===== src/rtl/assert_macros.svh =====
// ----------------------------------------------------------------------------
// Assertion macros
// Shared concurrent assertion forms, clocked on clk and muted during reset.
// ----------------------------------------------------------------------------
`ifndef ASSERT_MACROS_SVH
`define ASSERT_MACROS_SVH

// A property that must hold at every clock edge outside reset.
`define LBBE_ASSERT(label, prop, msg) \
	label: assert property (@(posedge clk) disable iff (!arst_n) (prop)) else $error(msg);

// An implication checked in the same cycle as its antecedent.
`define LBBE_ASSERT_IMPL(label, ante, cons, msg) \
	label: assert property (@(posedge clk) disable iff (!arst_n) (ante) |-> (cons)) \
		else $error(msg);

`endif


===== src/rtl/lbbe_pkg.sv =====
// ----------------------------------------------------------------------------
// LED bar bit-plane encoder package
// Widths, codes, shared types and the bar intensity function.
// ----------------------------------------------------------------------------
package lbbe_pkg;

	localparam int PLANES     = 4;
	// Codes are four bits wide, so planes above the fourth would be all zero.
	localparam int PLANES_OUT = (PLANES > 4) ? 4 : PLANES;

	localparam int OP_W      = 2;
	localparam int VAL_W     = 8;
	localparam int COL_W     = 4;
	localparam int PLANE_W   = 2;
	localparam int WORD_W    = 16;
	localparam int CODE_W    = 4;
	localparam int POS_W     = 5;
	localparam int STEP_W    = 2;
	localparam int MAG_W     = VAL_W + 1;
	localparam int CFG_IDX_W = 3;
	localparam int CFG_W     = CODE_W;
	localparam int QDEPTH    = 2;
	localparam int QPTR_W    = $clog2(QDEPTH);
	localparam int QCNT_W    = $clog2(QDEPTH + 1);

	typedef enum logic [OP_W-1:0] {
		OP_BAR16    = 2'd0,
		OP_SIGNED16 = 2'd1,
		OP_BAR32    = 2'd2,
		OP_NONE     = 2'd3
	} opcode_t;

	localparam logic [CFG_IDX_W-1:0] CFG_LEVEL_OFF      = 3'd0;
	localparam logic [CFG_IDX_W-1:0] CFG_LEVEL_LOW      = 3'd1;
	localparam logic [CFG_IDX_W-1:0] CFG_LEVEL_LOW_MID  = 3'd2;
	localparam logic [CFG_IDX_W-1:0] CFG_LEVEL_HIGH_MID = 3'd3;
	localparam logic [CFG_IDX_W-1:0] CFG_LEVEL_FULL     = 3'd4;

	localparam logic [CODE_W-1:0] RST_LEVEL_OFF      = 4'd0;
	localparam logic [CODE_W-1:0] RST_LEVEL_LOW      = 4'd2;
	localparam logic [CODE_W-1:0] RST_LEVEL_LOW_MID  = 4'd5;
	localparam logic [CODE_W-1:0] RST_LEVEL_HIGH_MID = 4'd9;
	localparam logic [CODE_W-1:0] RST_LEVEL_FULL     = 4'd15;

	typedef struct packed {
		logic [CODE_W-1:0] off;
		logic [CODE_W-1:0] low;
		logic [CODE_W-1:0] low_mid;
		logic [CODE_W-1:0] high_mid;
		logic [CODE_W-1:0] full;
	} levels_t;

	// One classified item as it waits between the front and the back.
	typedef struct packed {
		opcode_t            mode;
		logic               neg;
		logic [POS_W-1:0]   coarse;
		logic [STEP_W-1:0]  step;
		logic [COL_W-1:0]   col_first;
		logic [COL_W-1:0]   col_second;
		logic               same;
	} job_t;

	// Intensity code of bar position pos.
	function automatic logic [CODE_W-1:0] bar_code(
		input levels_t           lv,
		input logic [POS_W-1:0]  coarse,
		input logic [STEP_W-1:0] step,
		input logic [POS_W-1:0]  pos
	);
		logic [CODE_W-1:0] code;
		priority if (coarse > pos) begin
			code = lv.full;
		end else if (coarse < pos) begin
			code = lv.off;
		end else begin
			unique case (step)
				2'd0:    code = lv.off;
				2'd1:    code = lv.low;
				2'd2:    code = lv.low_mid;
				default: code = lv.high_mid;
			endcase
		end
		return code;
	endfunction

endpackage


===== src/rtl/lbbe_in_if.sv =====
// ----------------------------------------------------------------------------
// Input word channel
// Valid/ready channel that carries one bar request.
// ----------------------------------------------------------------------------
interface lbbe_in_if;
	logic                       valid;
	logic                       ready;
	logic [lbbe_pkg::OP_W-1:0]  opcode;
	logic [lbbe_pkg::VAL_W-1:0] bar_value;
	logic [lbbe_pkg::COL_W-1:0] column_first;
	logic [lbbe_pkg::COL_W-1:0] column_second;

	modport source (output valid, opcode, bar_value, column_first, column_second,
		input ready);
	modport sink (input valid, opcode, bar_value, column_first, column_second,
		output ready);
endinterface


===== src/rtl/lbbe_out_if.sv =====
// ----------------------------------------------------------------------------
// Output word channel
// Valid/ready channel that carries one bit-plane word.
// ----------------------------------------------------------------------------
interface lbbe_out_if;
	logic                         valid;
	logic                         ready;
	logic [lbbe_pkg::COL_W-1:0]   column;
	logic [lbbe_pkg::PLANE_W-1:0] plane;
	logic [lbbe_pkg::WORD_W-1:0]  plane_word;
	logic                         last;

	modport source (output valid, column, plane, plane_word, last, input ready);
	modport sink (input valid, column, plane, plane_word, last, output ready);
endinterface


===== src/rtl/lbbe_front.sv =====
// ----------------------------------------------------------------------------
// Front end
// Accepts request words, drops the unused opcode and reduces the level to a
// coarse position and a partial step for the selected mode.
// ----------------------------------------------------------------------------
module lbbe_front (
	lbbe_in_if.sink         items,
	input  logic            full,
	output logic            push,
	output lbbe_pkg::job_t  job
);

	lbbe_pkg::opcode_t              op;
	logic                           neg;
	logic [lbbe_pkg::MAG_W-1:0]     mag;

	assign op  = lbbe_pkg::opcode_t'(items.opcode);
	assign neg = items.bar_value[lbbe_pkg::VAL_W-1];
	// Magnitude of the two's complement value; the most negative level gives 128.
	assign mag = neg ? (lbbe_pkg::MAG_W'(1) << lbbe_pkg::VAL_W)
			- {1'b0, items.bar_value}
		: {1'b0, items.bar_value};

	assign items.ready = !full;
	assign push        = items.valid && !full && (op != lbbe_pkg::OP_NONE);

	always_comb begin
		job.mode       = op;
		job.neg        = neg;
		job.col_first  = items.column_first;
		job.col_second = items.column_second;
		job.same       = (items.column_first == items.column_second);
		unique case (op)
			lbbe_pkg::OP_BAR16: begin
				job.coarse = {1'b0, items.bar_value[7:4]};
				job.step   = items.bar_value[3:2];
			end
			lbbe_pkg::OP_SIGNED16: begin
				job.coarse = mag[8:4];
				job.step   = mag[3:2];
			end
			lbbe_pkg::OP_BAR32: begin
				job.coarse = items.bar_value[7:3];
				job.step   = items.bar_value[2:1];
			end
			default: begin
				job.coarse = '0;
				job.step   = '0;
			end
		endcase
	end

endmodule


===== src/rtl/lbbe_queue.sv =====
// ----------------------------------------------------------------------------
// Job queue
// Short first-in first-out buffer of classified items between front and back.
// ----------------------------------------------------------------------------
`include "assert_macros.svh"

module lbbe_queue (
	input  logic            clk,
	input  logic            arst_n,
	input  logic            push,
	input  lbbe_pkg::job_t  push_job,
	input  logic            pop,
	output logic            full,
	output logic            nonempty,
	output lbbe_pkg::job_t  head
);

	lbbe_pkg::job_t                  entry_q [lbbe_pkg::QDEPTH];
	logic [lbbe_pkg::QPTR_W-1:0]     wr_ptr_q;
	logic [lbbe_pkg::QPTR_W-1:0]     rd_ptr_q;
	logic [lbbe_pkg::QCNT_W-1:0]     count_q;

	assign full     = (count_q == lbbe_pkg::QCNT_W'(lbbe_pkg::QDEPTH));
	assign nonempty = (count_q != '0);
	assign head     = entry_q[rd_ptr_q];

	always_ff @(posedge clk) begin
		if (push) begin
			entry_q[wr_ptr_q] <= push_job;
		end
	end

	always_ff @(posedge clk or negedge arst_n) begin
		if (!arst_n) begin
			wr_ptr_q <= '0;
			rd_ptr_q <= '0;
			count_q  <= '0;
		end else begin
			if (push) begin
				wr_ptr_q <= (wr_ptr_q == lbbe_pkg::QPTR_W'(lbbe_pkg::QDEPTH - 1))
					? '0 : wr_ptr_q + 1'b1;
			end
			if (pop) begin
				rd_ptr_q <= (rd_ptr_q == lbbe_pkg::QPTR_W'(lbbe_pkg::QDEPTH - 1))
					? '0 : rd_ptr_q + 1'b1;
			end
			unique case ({push, pop})
				2'b10:   count_q <= count_q + 1'b1;
				2'b01:   count_q <= count_q - 1'b1;
				default: count_q <= count_q;
			endcase
		end
	end

	`LBBE_ASSERT(a_count_bound, count_q <= lbbe_pkg::QCNT_W'(lbbe_pkg::QDEPTH), "queue overfilled")
	`LBBE_ASSERT_IMPL(a_pop_nonempty, pop, nonempty, "pop from an empty queue")
	`LBBE_ASSERT_IMPL(a_push_space, push && !pop, !full, "push into a full queue")

endmodule


===== src/rtl/lbbe_back.sv =====
// ----------------------------------------------------------------------------
// Back end
// Builds one bit-plane word per cycle from the job at the queue head, unless the
// output stalls, and holds it in the output register until it is taken.
// ----------------------------------------------------------------------------
`include "assert_macros.svh"

module lbbe_back (
	input  logic              clk,
	input  logic              arst_n,
	input  lbbe_pkg::levels_t levels,
	input  logic              nonempty,
	input  lbbe_pkg::job_t    head,
	output logic              pop,
	lbbe_out_if.source        words
);

	logic [lbbe_pkg::PLANE_W-1:0] plane_q;
	logic                         half_q;
	logic                         o_valid_q;
	logic [lbbe_pkg::COL_W-1:0]   o_column_q;
	logic [lbbe_pkg::PLANE_W-1:0] o_plane_q;
	logic [lbbe_pkg::WORD_W-1:0]  o_word_q;
	logic                         o_last_q;

	logic                         adv;
	logic                         plane_end;
	logic                         last_word;
	logic [lbbe_pkg::WORD_W-1:0]  word;

	assign adv       = nonempty && (!o_valid_q || words.ready);
	assign plane_end = (plane_q == lbbe_pkg::PLANE_W'(lbbe_pkg::PLANES_OUT - 1));
	assign last_word = plane_end && ((head.mode != lbbe_pkg::OP_BAR32) || half_q);
	assign pop       = adv && last_word;

	// Each LED of the current column maps to one bar position, or is dark.
	always_comb begin
		logic                          active;
		logic [lbbe_pkg::POS_W-1:0]    pos;
		logic [lbbe_pkg::CODE_W-1:0]   code;
		word = '0;
		for (int j = 0; j < lbbe_pkg::WORD_W; j++) begin
			active = 1'b1;
			pos    = '0;
			unique case (head.mode)
				lbbe_pkg::OP_BAR16: begin
					pos = lbbe_pkg::POS_W'(15 - j);
				end
				lbbe_pkg::OP_SIGNED16: begin
					if (head.neg) begin
						active = (j >= 8);
						pos    = lbbe_pkg::POS_W'(j - 8);
					end else begin
						active = (j < 8);
						pos    = lbbe_pkg::POS_W'(7 - j);
					end
				end
				lbbe_pkg::OP_BAR32: begin
					// The second column shows the even positions, unless both
					// columns are the same one.
					pos = (half_q && !head.same) ? lbbe_pkg::POS_W'(2 * j)
						: lbbe_pkg::POS_W'(2 * j + 1);
				end
				default: begin
					active = 1'b0;
				end
			endcase
			code = active ? lbbe_pkg::bar_code(levels, head.coarse, head.step, pos)
				: levels.off;
			word[j] = code[plane_q];
		end
	end

	always_ff @(posedge clk) begin
		if (adv) begin
			o_column_q <= half_q ? head.col_second : head.col_first;
			o_plane_q  <= plane_q;
			o_word_q   <= word;
			o_last_q   <= last_word;
		end
	end

	always_ff @(posedge clk or negedge arst_n) begin
		if (!arst_n) begin
			o_valid_q <= 1'b0;
			plane_q   <= '0;
			half_q    <= 1'b0;
		end else begin
			if (adv) begin
				o_valid_q <= 1'b1;
			end else if (words.ready) begin
				o_valid_q <= 1'b0;
			end
			if (adv) begin
				if (plane_end) begin
					plane_q <= '0;
					half_q  <= !last_word;
				end else begin
					plane_q <= plane_q + 1'b1;
				end
			end
		end
	end

	assign words.valid      = o_valid_q;
	assign words.column     = o_column_q;
	assign words.plane      = o_plane_q;
	assign words.plane_word = o_word_q;
	assign words.last       = o_last_q;

	`LBBE_ASSERT_IMPL(a_last_plane, o_valid_q && o_last_q, o_plane_q == lbbe_pkg::PLANE_W'(lbbe_pkg::PLANES_OUT - 1), "last word on an inner plane")
	`LBBE_ASSERT_IMPL(a_half_mode, half_q && nonempty, head.mode == lbbe_pkg::OP_BAR32, "second column outside 32-LED mode")

endmodule


===== src/rtl/led_bar_bitplane_encoder_unit.sv =====
// ----------------------------------------------------------------------------
// LED bar bit-plane encoder
// Turns an 8-bit level into a bar of LED intensity codes and sends it out as
// bit-plane words for binary code modulation.
// ----------------------------------------------------------------------------
//  channel  | dir | payload                                          | words
//  items    | in  | opcode, bar_value, column_first, column_second   | 1 per request
//  words    | out | column, plane, plane_word, last                  | 4 or 8 per request
//  cfg      | in  | cfg_we, cfg_index, cfg_data (no read-back)       | 1 per register
//
// A 16-LED request leaves as four plane words, a 32-LED request as eight, one word
// per cycle unless stalled; the single word-building stage in the back sets it.
// The front takes a new request in any cycle in which the two-entry job queue
// has room, so requests follow each other with no gap while words still drain.
// A request with the unused opcode is taken and produces no word.
// Reset clears the queue, the back-end counters and the output valid, and
// loads the intensity registers with their default codes.
// A stalled output holds its word; the back then stops and the queue fills.
// ----------------------------------------------------------------------------
module led_bar_bitplane_encoder_unit (
	input  logic                           clk,
	input  logic                           arst_n,
	input  logic                           cfg_we,
	input  logic [lbbe_pkg::CFG_IDX_W-1:0] cfg_index,
	input  logic [lbbe_pkg::CFG_W-1:0]     cfg_data,
	lbbe_in_if.sink                        items,
	lbbe_out_if.source                     words
);

	// Intensity codes used by the back end for every LED.
	lbbe_pkg::levels_t levels_q;

	logic              full;
	logic              push;
	lbbe_pkg::job_t    push_job;
	logic              pop;
	logic              nonempty;
	lbbe_pkg::job_t    head;

	// Register writes must only come while no word is in flight; the block does not
	// enforce this, and the back end reads the codes directly.
	always_ff @(posedge clk or negedge arst_n) begin
		if (!arst_n) begin
			levels_q.off      <= lbbe_pkg::RST_LEVEL_OFF;
			levels_q.low      <= lbbe_pkg::RST_LEVEL_LOW;
			levels_q.low_mid  <= lbbe_pkg::RST_LEVEL_LOW_MID;
			levels_q.high_mid <= lbbe_pkg::RST_LEVEL_HIGH_MID;
			levels_q.full     <= lbbe_pkg::RST_LEVEL_FULL;
		end else if (cfg_we) begin
			unique case (cfg_index)
				lbbe_pkg::CFG_LEVEL_OFF:      levels_q.off      <= cfg_data;
				lbbe_pkg::CFG_LEVEL_LOW:      levels_q.low      <= cfg_data;
				lbbe_pkg::CFG_LEVEL_LOW_MID:  levels_q.low_mid  <= cfg_data;
				lbbe_pkg::CFG_LEVEL_HIGH_MID: levels_q.high_mid <= cfg_data;
				lbbe_pkg::CFG_LEVEL_FULL:     levels_q.full     <= cfg_data;
				default:                      levels_q          <= levels_q;
			endcase
		end
	end

	// The front classifies each request and reduces the level.
	lbbe_front u_front (
		.items (items),
		.full  (full),
		.push  (push),
		.job   (push_job)
	);

	// The queue decouples acceptance from word generation.
	lbbe_queue u_queue (
		.clk      (clk),
		.arst_n   (arst_n),
		.push     (push),
		.push_job (push_job),
		.pop      (pop),
		.full     (full),
		.nonempty (nonempty),
		.head     (head)
	);

	// The back walks planes and columns of the head job.
	lbbe_back u_back (
		.clk      (clk),
		.arst_n   (arst_n),
		.levels   (levels_q),
		.nonempty (nonempty),
		.head     (head),
		.pop      (pop),
		.words    (words)
	);

endmodule


===== src/flat_wrapper.sv =====
// flat-port wrapper written by rule: the top's interface ports become plain ports
module led_bar_bitplane_encoder_unit_flat 
  (clk, arst_n, cfg_we, cfg_index, cfg_data, items_valid, items_opcode, items_bar_value, items_column_first, items_column_second, items_ready, words_valid, words_column, words_plane, words_plane_word, words_last, words_ready);
  lbbe_in_if items_i ();
  lbbe_out_if words_i ();
  input  logic clk;
  input  logic arst_n;
  input  logic cfg_we;
  input  logic [lbbe_pkg::CFG_IDX_W-1:0] cfg_index;
  input  logic [lbbe_pkg::CFG_W-1:0] cfg_data;
  input wire logic [$bits(items_i.valid)-1:0] items_valid;
  input wire logic [$bits(items_i.opcode)-1:0] items_opcode;
  input wire logic [$bits(items_i.bar_value)-1:0] items_bar_value;
  input wire logic [$bits(items_i.column_first)-1:0] items_column_first;
  input wire logic [$bits(items_i.column_second)-1:0] items_column_second;
  output wire logic [$bits(items_i.ready)-1:0] items_ready;
  output wire logic [$bits(words_i.valid)-1:0] words_valid;
  output wire logic [$bits(words_i.column)-1:0] words_column;
  output wire logic [$bits(words_i.plane)-1:0] words_plane;
  output wire logic [$bits(words_i.plane_word)-1:0] words_plane_word;
  output wire logic [$bits(words_i.last)-1:0] words_last;
  input wire logic [$bits(words_i.ready)-1:0] words_ready;
  assign items_i.valid = items_valid;
  assign items_i.opcode = items_opcode;
  assign items_i.bar_value = items_bar_value;
  assign items_i.column_first = items_column_first;
  assign items_i.column_second = items_column_second;
  assign items_ready = items_i.ready;
  assign words_valid = words_i.valid;
  assign words_column = words_i.column;
  assign words_plane = words_i.plane;
  assign words_plane_word = words_i.plane_word;
  assign words_last = words_i.last;
  assign words_i.ready = words_ready;
  led_bar_bitplane_encoder_unit u_core (.clk(clk), .arst_n(arst_n), .cfg_we(cfg_we), .cfg_index(cfg_index), .cfg_data(cfg_data), .items(items_i), .words(words_i));
endmodule

===== config.mk =====
export PLATFORM = sky130hd
export DESIGN_NAME = led_bar_bitplane_encoder_unit_flat
export DESIGN_NICKNAME = d
export VERILOG_FILES = /design/src/rtl/lbbe_pkg.sv /design/src/rtl/lbbe_in_if.sv /design/src/rtl/lbbe_out_if.sv /design/src/rtl/lbbe_front.sv /design/src/rtl/lbbe_queue.sv /design/src/rtl/lbbe_back.sv /design/src/rtl/led_bar_bitplane_encoder_unit.sv /design/src/flat_wrapper.sv
export VERILOG_INCLUDE_DIRS = /design/src /design/src/rtl
export SDC_FILE = /design/constraint.sdc
export NUM_CORES = 1
export LEC_CHECK = 0
export BUFFER_PORTS_ARGS = -buffer_cell sky130_fd_sc_hd__buf_2
export CAP_MARGIN = 20
export CELL_PAD_IN_SITES_DETAIL_PLACEMENT = 2
export CELL_PAD_IN_SITES_GLOBAL_PLACEMENT = 2
export CORE_UTILIZATION = 42
export DETAILED_ROUTE_END_ITERATION = 10
export GPL_TIMING_DRIVEN = 0
export PLACE_DENSITY = 0.88
export SYNTH_ARGS = -nofsm -noshare
export SYNTH_HDL_FRONTEND = slang
export SYNTH_SLANG_ARGS = --single-unit

===== constraint.sdc =====
create_clock -name clk -period 5.9 [get_ports clk]
set_clock_uncertainty 0.1 [all_clocks]
set_input_delay 1.475 -clock clk [delete_from_list [all_inputs] [get_ports clk]]
set_output_delay 1.475 -clock clk [all_outputs]
set_load 0.02 [all_outputs]

# [Yosys cells after proc, flatten, opt, wreduce, memory -nomap -nowiden]
# Memory sizes are Yosys's and may differ from the RTL's.
# Cells that the tools add are included.
[op_classes] n_lt_le_gt_ge=33 reduce_logical=26 eq_ne=17 addsub=6 n_mux=144
[op_table] cell="$pmux 5 s3" count=15
[op_table] cell="$mux 4" count=49
[op_table] cell="$gt 5x5->1" count=16
[op_table] cell="$lt 5x5->1" count=16
[op_table] cell="$mux 5" count=16
[op_table] cell="$mux 1" count=40
[op_table] cell="$bmux 1 s2" count=16
[op_table] cell="$pmux 7 s3" count=1
[op_table] cell="$eq 2x2->1 const B" count=6
[op_table] cell="$pmux 4 s3" count=1
[op_table] cell="$reduce_and 2->1" count=6
[op_table] cell="$pmux 5 s2" count=1
[op_table] cell="$mux 9" count=1
[op_table] cell="$sub 9x8->9 const A" count=1
[op_table] cell="$eq 2x1->1 const B" count=4
[op_table] cell="$eq 3x2->1 const B" count=2
[op_table] cell="$logic_and 1x1->1" count=6
[op_table] cell="$logic_not 2->1" count=3
[op_table] cell="$reduce_bool 2->1" count=3
[op_table] cell="$add 2x1->2 const B" count=2
[op_table] cell="$eq 4x4->1" count=1
[op_table] cell="$logic_not 1->1" count=4
[op_table] cell="$ne 2x2->1 const B" count=2
[op_table] cell="$pmux 1 s2" count=2
[op_table] cell="other kinds (10)" count=12
[word_totals] reg_bits=51 in_bits=30 ramBits=38 elab_cells=242 n_memories=1 out_inout_bits=25
[memory_table] name="u_core.u_queue.entry_q" depth=2 word_bits=19 read_ports=1 rd_clocked_by_memory_dff=0 wr=1 line="lbbe_queue.sv:18" rtl="lbbe_pkg::job_t entry_q [lbbe_pkg::QDEPTH];"

# [Logic depth before layout (Yosys ltp)]
# An unclocked memory read counts as a cell.
[depth] word_depth=11 ltp_mapped=17 mapped_depth_nobuf=14

# [Hierarchy]
# Synthesis repeated with hierarchy kept, for this count alone.
[unflattened] cells_unflattened=476 area_unflattened_um2=5890.6
[by_module_without_submodules] module="lbbe_back" seq_area_each_um2=790.8 area_each_um2=3109.2 cells_per_inst=302 n_inst=1
[by_module_without_submodules] module="lbbe_queue" seq_area_each_um2=1241.2 area_each_um2=1559.0 cells_per_inst=75 n_inst=1
[by_module_without_submodules] module="led_bar_bitplane_encoder_unit" seq_area_each_um2=511.7 area_each_um2=818.3 cells_per_inst=45 n_inst=1
[by_module_without_submodules] module="lbbe_front" seq_area_each_um2=0.0 area_each_um2=404.1 cells_per_inst=54 n_inst=1

# [Least setup slack after synthesis]
# Ideal clock, no wire load.
[synth_timing] path_kind="input port to flip-flop" startpoint="input words_ready" endpoint="register u_core.u_queue.count_q[1] in the netlist's numbering" arrival_ns=3.645 setup_time_ns=0.079 path_buffers=0 path_stages=6 required_ns=5.721 path_slack_ns=2.075 path_cell_list="inv_1 > a21oi_1 > and2_1 > ha_1 > nor2_1 > xor2_1"
[synth_via] elab_chain_len=5 word_cells_on_any_way=7 classes_between="eq/ne (2); mux (1); reduce/logical (4)"
[synth_rtl] element="start: declaration" line="flat_wrapper.sv:22" rtl="input wire logic [$bits(words_i.ready)-1:0] words_ready;"
[synth_rtl] element="$logic_or 1x1->1 (*)" line="lbbe_back.sv:31" rtl="assign adv = nonempty && (!o_valid_q || words.ready);"
[synth_rtl] element="$logic_and 1x1->1 (*)" line="lbbe_back.sv:31"
[synth_rtl] element="via u_core.u_back.adv" line="lbbe_back.sv:26" rtl="logic adv;"
[synth_rtl] element="$logic_and 1x1->1 (*)" line="lbbe_back.sv:34" rtl="assign pop = adv && last_word;"
[synth_rtl] element="via u_core.pop" line="led_bar_bitplane_encoder_unit.sv:36" rtl="logic pop;"
[synth_rtl] element="$eq 2x1->1 or $eq 2x2->1 (tied branches)" line="lbbe_queue.sv:47" rtl="unique case ({push, pop})"
[synth_rtl] element="$pmux 2 s2 or $reduce_bool 2->1 (tied branches)"
[synth_rtl] element="end signal: assignment" line="lbbe_queue.sv:48" rtl="2'b10: count_q <= count_q + 1'b1;"
[synth_rtl] element="end signal: assignment" line="lbbe_queue.sv:49" rtl="2'b01: count_q <= count_q - 1'b1;"
[synth_rtl] element="end signal: assignment" line="lbbe_queue.sv:50" rtl="default: count_q <= count_q;"
[synth_rtl] element="end: declaration" line="lbbe_queue.sv:21" rtl="logic [lbbe_pkg::QCNT_W-1:0] count_q;"
# Mark *: on every way through the listed nets, which the timed path passes. The rest lies on a longest branch.
# A chain may end at the register's enable or synchronous reset.

# [Final worst setup path]
[layout_timing] startpoint="register u_core.u_queue.rd_ptr_q" endpoint="register u_core.u_back.o_word_q (netlist bit u_core.u_back.words.plane_word[7]), data pin"
[layout_via] elab_chain_len=11 word_cells_on_any_way=23 classes_between="order compare (2); eq/ne (4); mux (11); reduce/logical (5); memory (1)"
[layout_rtl] element="start: declaration" line="lbbe_queue.sv:20" rtl="logic [lbbe_pkg::QPTR_W-1:0] rd_ptr_q;"
[layout_rtl] element="start signal: assignment" line="lbbe_queue.sv:44" rtl="rd_ptr_q <= (rd_ptr_q == lbbe_pkg::QPTR_W'(lbbe_pkg::QDEPTH - 1))"
[layout_rtl] element="$mem_v2 2x19 (*)"
[layout_rtl] element="$logic_not 1->1" line="lbbe_back.sv:61" rtl="pos = (half_q && !head.same) ? lbbe_pkg::POS_W'(2 * j)"
[layout_rtl] element="$logic_and 1x1->1" line="lbbe_back.sv:61"
[layout_rtl] element="$mux 1" line="lbbe_back.sv:61"
[layout_rtl] element="$pmux 5 s3" line="lbbe_back.sv:45" rtl="unique case (head.mode)"
[layout_rtl] element="$lt 5x5->1" line="lbbe_pkg.sv:74" rtl="end else if (coarse < pos) begin"
[layout_rtl] element="$mux 4" line="lbbe_pkg.sv:74"
[layout_rtl] element="$mux 4" line="lbbe_pkg.sv:72" rtl="priority if (coarse > pos) begin"
[layout_rtl] element="$mux 4 (*)" line="lbbe_back.sv:68" rtl="code = active ? lbbe_pkg::bar_code(levels, head.coarse, head.step, pos)"
[layout_rtl] element="$bmux 1 s2 (*)" line="lbbe_back.sv:70" rtl="word[j] = code[plane_q];"
[layout_rtl] element="$mux 1 (implied by the code) (*)" line="lbbe_back.sv:70"
[layout_rtl] element="via u_core.u_back.word, one bit" line="lbbe_back.sv:29" rtl="logic [lbbe_pkg::WORD_W-1:0] word;"
[layout_rtl] element="end signal: assignment" line="lbbe_back.sv:78" rtl="o_word_q <= word;"
[layout_rtl] element="end: declaration" line="lbbe_back.sv:23" rtl="logic [lbbe_pkg::WORD_W-1:0] o_word_q;"
# Mark *: on every way through the listed nets, which the timed path passes. The rest lies on a longest branch. The select of a mux whose other input is x is not followed.

==> out/metrics.cfg <==
[drt]
ant_nets=0
post_drt_wl_per_cell_um=26.2
drt-total-wl_mm=23.2
route.detailed.drc=0
drt-vias-per-instance=6.53
drtIter0Drc=358
vias=5784
dr.pass1.iters=4

[cts]
cts_hold_buf=0
clk_latency_ps=370
clkTransAtPathRegs_ps=70
post_cts_buffers=0
cts-root-buf=clkbuf_16
cts_tree=built
cts_resized=0
cts.sinks=89
htree_levels=3
numCtsBuffers=9
clk_path_buf_depth=2

[critical_path]
crit_required_ps=5900
critPathLaunchType=flip-flop
critPathMaxFanout=10
slowest_delay_ps=430
path_class=reg -> reg
endpoint_kind=flip-flop
path_cells=buf_6 -> buf_2 -> buf_2 -> mux2i_1 -> ha_1 -> nor2b_1 -> nand2_1 -> ha_1 -> buf_2 -> nand2_1 -> or3_1 -> clkbuf_1 -> a21oi_1 -> o21ai_0 -> a211oi_1 -> nor3_1
arrival_ps=5030
cp.depth=16
slowest_stage=mux2i_1
crit_family=simple AND/OR/NAND/NOR gates
worst-path-buf-inv=5
r2r_cells=16
cpMostUsedCell=buf_2

[synth]
synth_seq_cells=89
synth_ff_type=edfxtp_1
syn-mean-instance-area_um2=9.89
muxShareOfSynthArea=0.101
synth_top_family_by_area=compound AO/OA/AOI/OAI gates
synth_xor_area_frac=0.0169
synth-seq-area-share=0.408
syn_inst=630
synth_compound_area_frac=0.235
synth_cell_types=75
synthArstFlopShare=0.315
synth_area_um2=6230
synth_edf_count=61
ys_warn_count=0
yosys.area_share.simple=0.157
synthAdderAreaFrac=0.0562
syn_nets=688

[timing]
rsz0062_at_grt=false
post-route-period-util=0.853
tightest_slew_ps=1030
max_slew_margin=0.313
tns_ps=0
fmax_mhz=199
maxSlewViolCount=0
hold_viol_final=0
finalSetupViolCount=0
period_needed_ps=5030

[final_layout]
drive_gt1_frac=0.207
antenna_cells=0
nets=755
final_util=0.488
area_growth_pct=13.7
stdcell_count=886

[global_route]
grt_max_degree=30
grt_pass1_vias=6250
grt_overflow_total=0
antenna_found_initial=0
grt_usage=0.320
grt_pass1_wl_mm=35.7

[floorplan]
initial_core_util=0.429
core-area_um2=14500
rows=44
io_pins=55
die_w_um=124
die_y_um=124
die_area_um2=15300

[power_and_ir_drop]
leakage_nw=2.69
ir_worst_vdd_mv=0.279
pwr_density_cell_nw_per_um2=665

[job]
cap_violations=0

[placement]
hpwl_mm=17.5
place.gp.congestion=0.917
portBuffers=54
placed_cells=870

[min_path]
whs_path_depth=1
min_path_type=reg -> reg

[outcome]
status=completed

-- cell families (layout without fill, tap and decap cells) --
logic type / Yosys count / after routing
multiplexers: 51 / 51
flip-flops: 89 / 89
XOR/XNOR: 12 / 12
adder cells (fa/ha/maj): 28 / 28
AND/OR/NAND/NOR: 198 / 198
buffers and inverters: 38 / 110
AO/OA/AOI/OAI: 214 / 214
-- placed cells by master, fill, tap and decap left out, drive strengths merged, types with 10 or more instances in the layout --
master,n
and2,11
o31ai,10
inv,15
buf,64
ha,28
dfrtp,19
nand2,61
o211ai,21
nand3,30
o21ai,58
mux2i,18
nor2b,12
mux2,28
a21oi,48
clkbuf,28
edfxtp,61
nor2,36
-- layout make-up --
cell class | count | area, um2
clock buffers | 11 | 264
repair buffers | 56 | 300
fillers | 1556 | 7450
well taps | 184 | 230
inverters | 13 | 48.8
flip-flops and latches | 89 | 2540
plain buffers | 25 | 115
clock inverters | 5 | 43.8
multi-input cells | 503 | 3540
-- power breakdown --
| part | internal, mW | total (mW) | switching [mW] |
|---|---|---|---|
| clock network | 0.329 | 0.605 | 0.276 |
| registers | 0.948 | 1.07 | 0.124 |
| logic | 0.993 | 3.04 | 2.04 |
-- worst paths after layout --
kind	to	startpoint	slack (ps)
max	u_core.u_back.words.plane_word[7]$_DFFE_PP_	u_core.u_queue.rd_ptr_q$_DFFE_PN0P_	870
min	u_core.u_queue.count_q[1]$_DFFE_PN0P_	u_core.u_queue.count_q[1]$_DFFE_PN0P_	410
max reg2reg	u_core.u_back.words.plane_word[7]$_DFFE_PP_	u_core.u_queue.rd_ptr_q$_DFFE_PN0P_	870
min reg2reg	u_core.u_queue.count_q[1]$_DFFE_PN0P_	u_core.u_queue.count_q[1]$_DFFE_PN0P_	410
max in group asynchronous	u_core.levels_q[11]$_DFFE_PN0P_	arst_n	4250
min in group asynchronous	u_core.u_queue.count_q[1]$_DFFE_PN0P_	arst_n	1020
-- layer usage --
| metal | global-route usage | share of wire |
|---|---|---|
| met3 | 0.0604 | 0.048 |
| met2 | 0.574 | 0.52 |
| met4 | 0.156 | 0.032 |
| met1 | 0.362 | 0.40 |
| met5 | 0 | 0 |
-- metrics by stage --
step	hold WS, ps	total power [mW]	area [um2]	setup WS (ps)
3_5_place_dp	401	4.00	6780	938
5_1_grt	448	4.97	7090	528
4_1_cts	423	4.66	7090	926
6_report	414	4.71	7090	868
3_3_place_gp	385	3.78	6730	1210
2_1_floorplan	364	3.03	6230	2080
-- flip-flops by register name, summed over array words and instances, names as in the netlist --
| name | cells |
|---|---|
| u_core.u_queue.entry_q | 38 |
| u_core.u_back.half_q | 1 |
| u_core.u_back.words.plane | 2 |
| u_core.levels_q | 20 |
| u_core.u_queue.rd_ptr_q | 1 |
| u_core.u_back.words.column | 4 |
| u_core.u_queue.wr_ptr_q | 1 |
| u_core.u_back.words.valid | 1 |
| u_core.u_back.words.last | 1 |
| u_core.u_queue.count_q | 2 |
| u_core.u_back.plane_q | 2 |
| u_core.u_back.words.plane_word | 16 |
-- synth_stat cells, types with 3 or more instances --
cell type	count	area [um2]
dfrtp_1	19	475
clkbuf_1	17	63.8
ha_1	28	350
nor2_1	35	131
nand2_1	61	229
mux4_2	5	113
a21boi_0	9	67.6
nor2b_1	12	75.1
nor3b_1	3	22.5
and2_1	10	62.6
o31ai_1	8	60.1
o21ai_0	57	285
a31oi_1	8	50.1
nor3_1	7	35.0
nand2b_1	9	56.3
a21o_1	5	37.5
o22ai_1	3	18.8
o211ai_1	21	158
inv_1	13	48.8
a21oi_1	45	225
a211o_1	3	26.3
buf_2	5	25.0
xor2_1	9	78.8
xnor2_1	3	26.3
dfstp_2	9	236
nor4_1	4	25.0
a211oi_1	9	67.6
nand4_1	5	31.3
nand3_1	30	150
or2_2	4	25.0
mux2_2	26	293
and3_1	5	31.3
o21a_1	7	52.6
mux2i_1	17	170
edfxtp_1	61	1830
o41ai_1	4	35.0
Power figures use the tool's default switching activity.
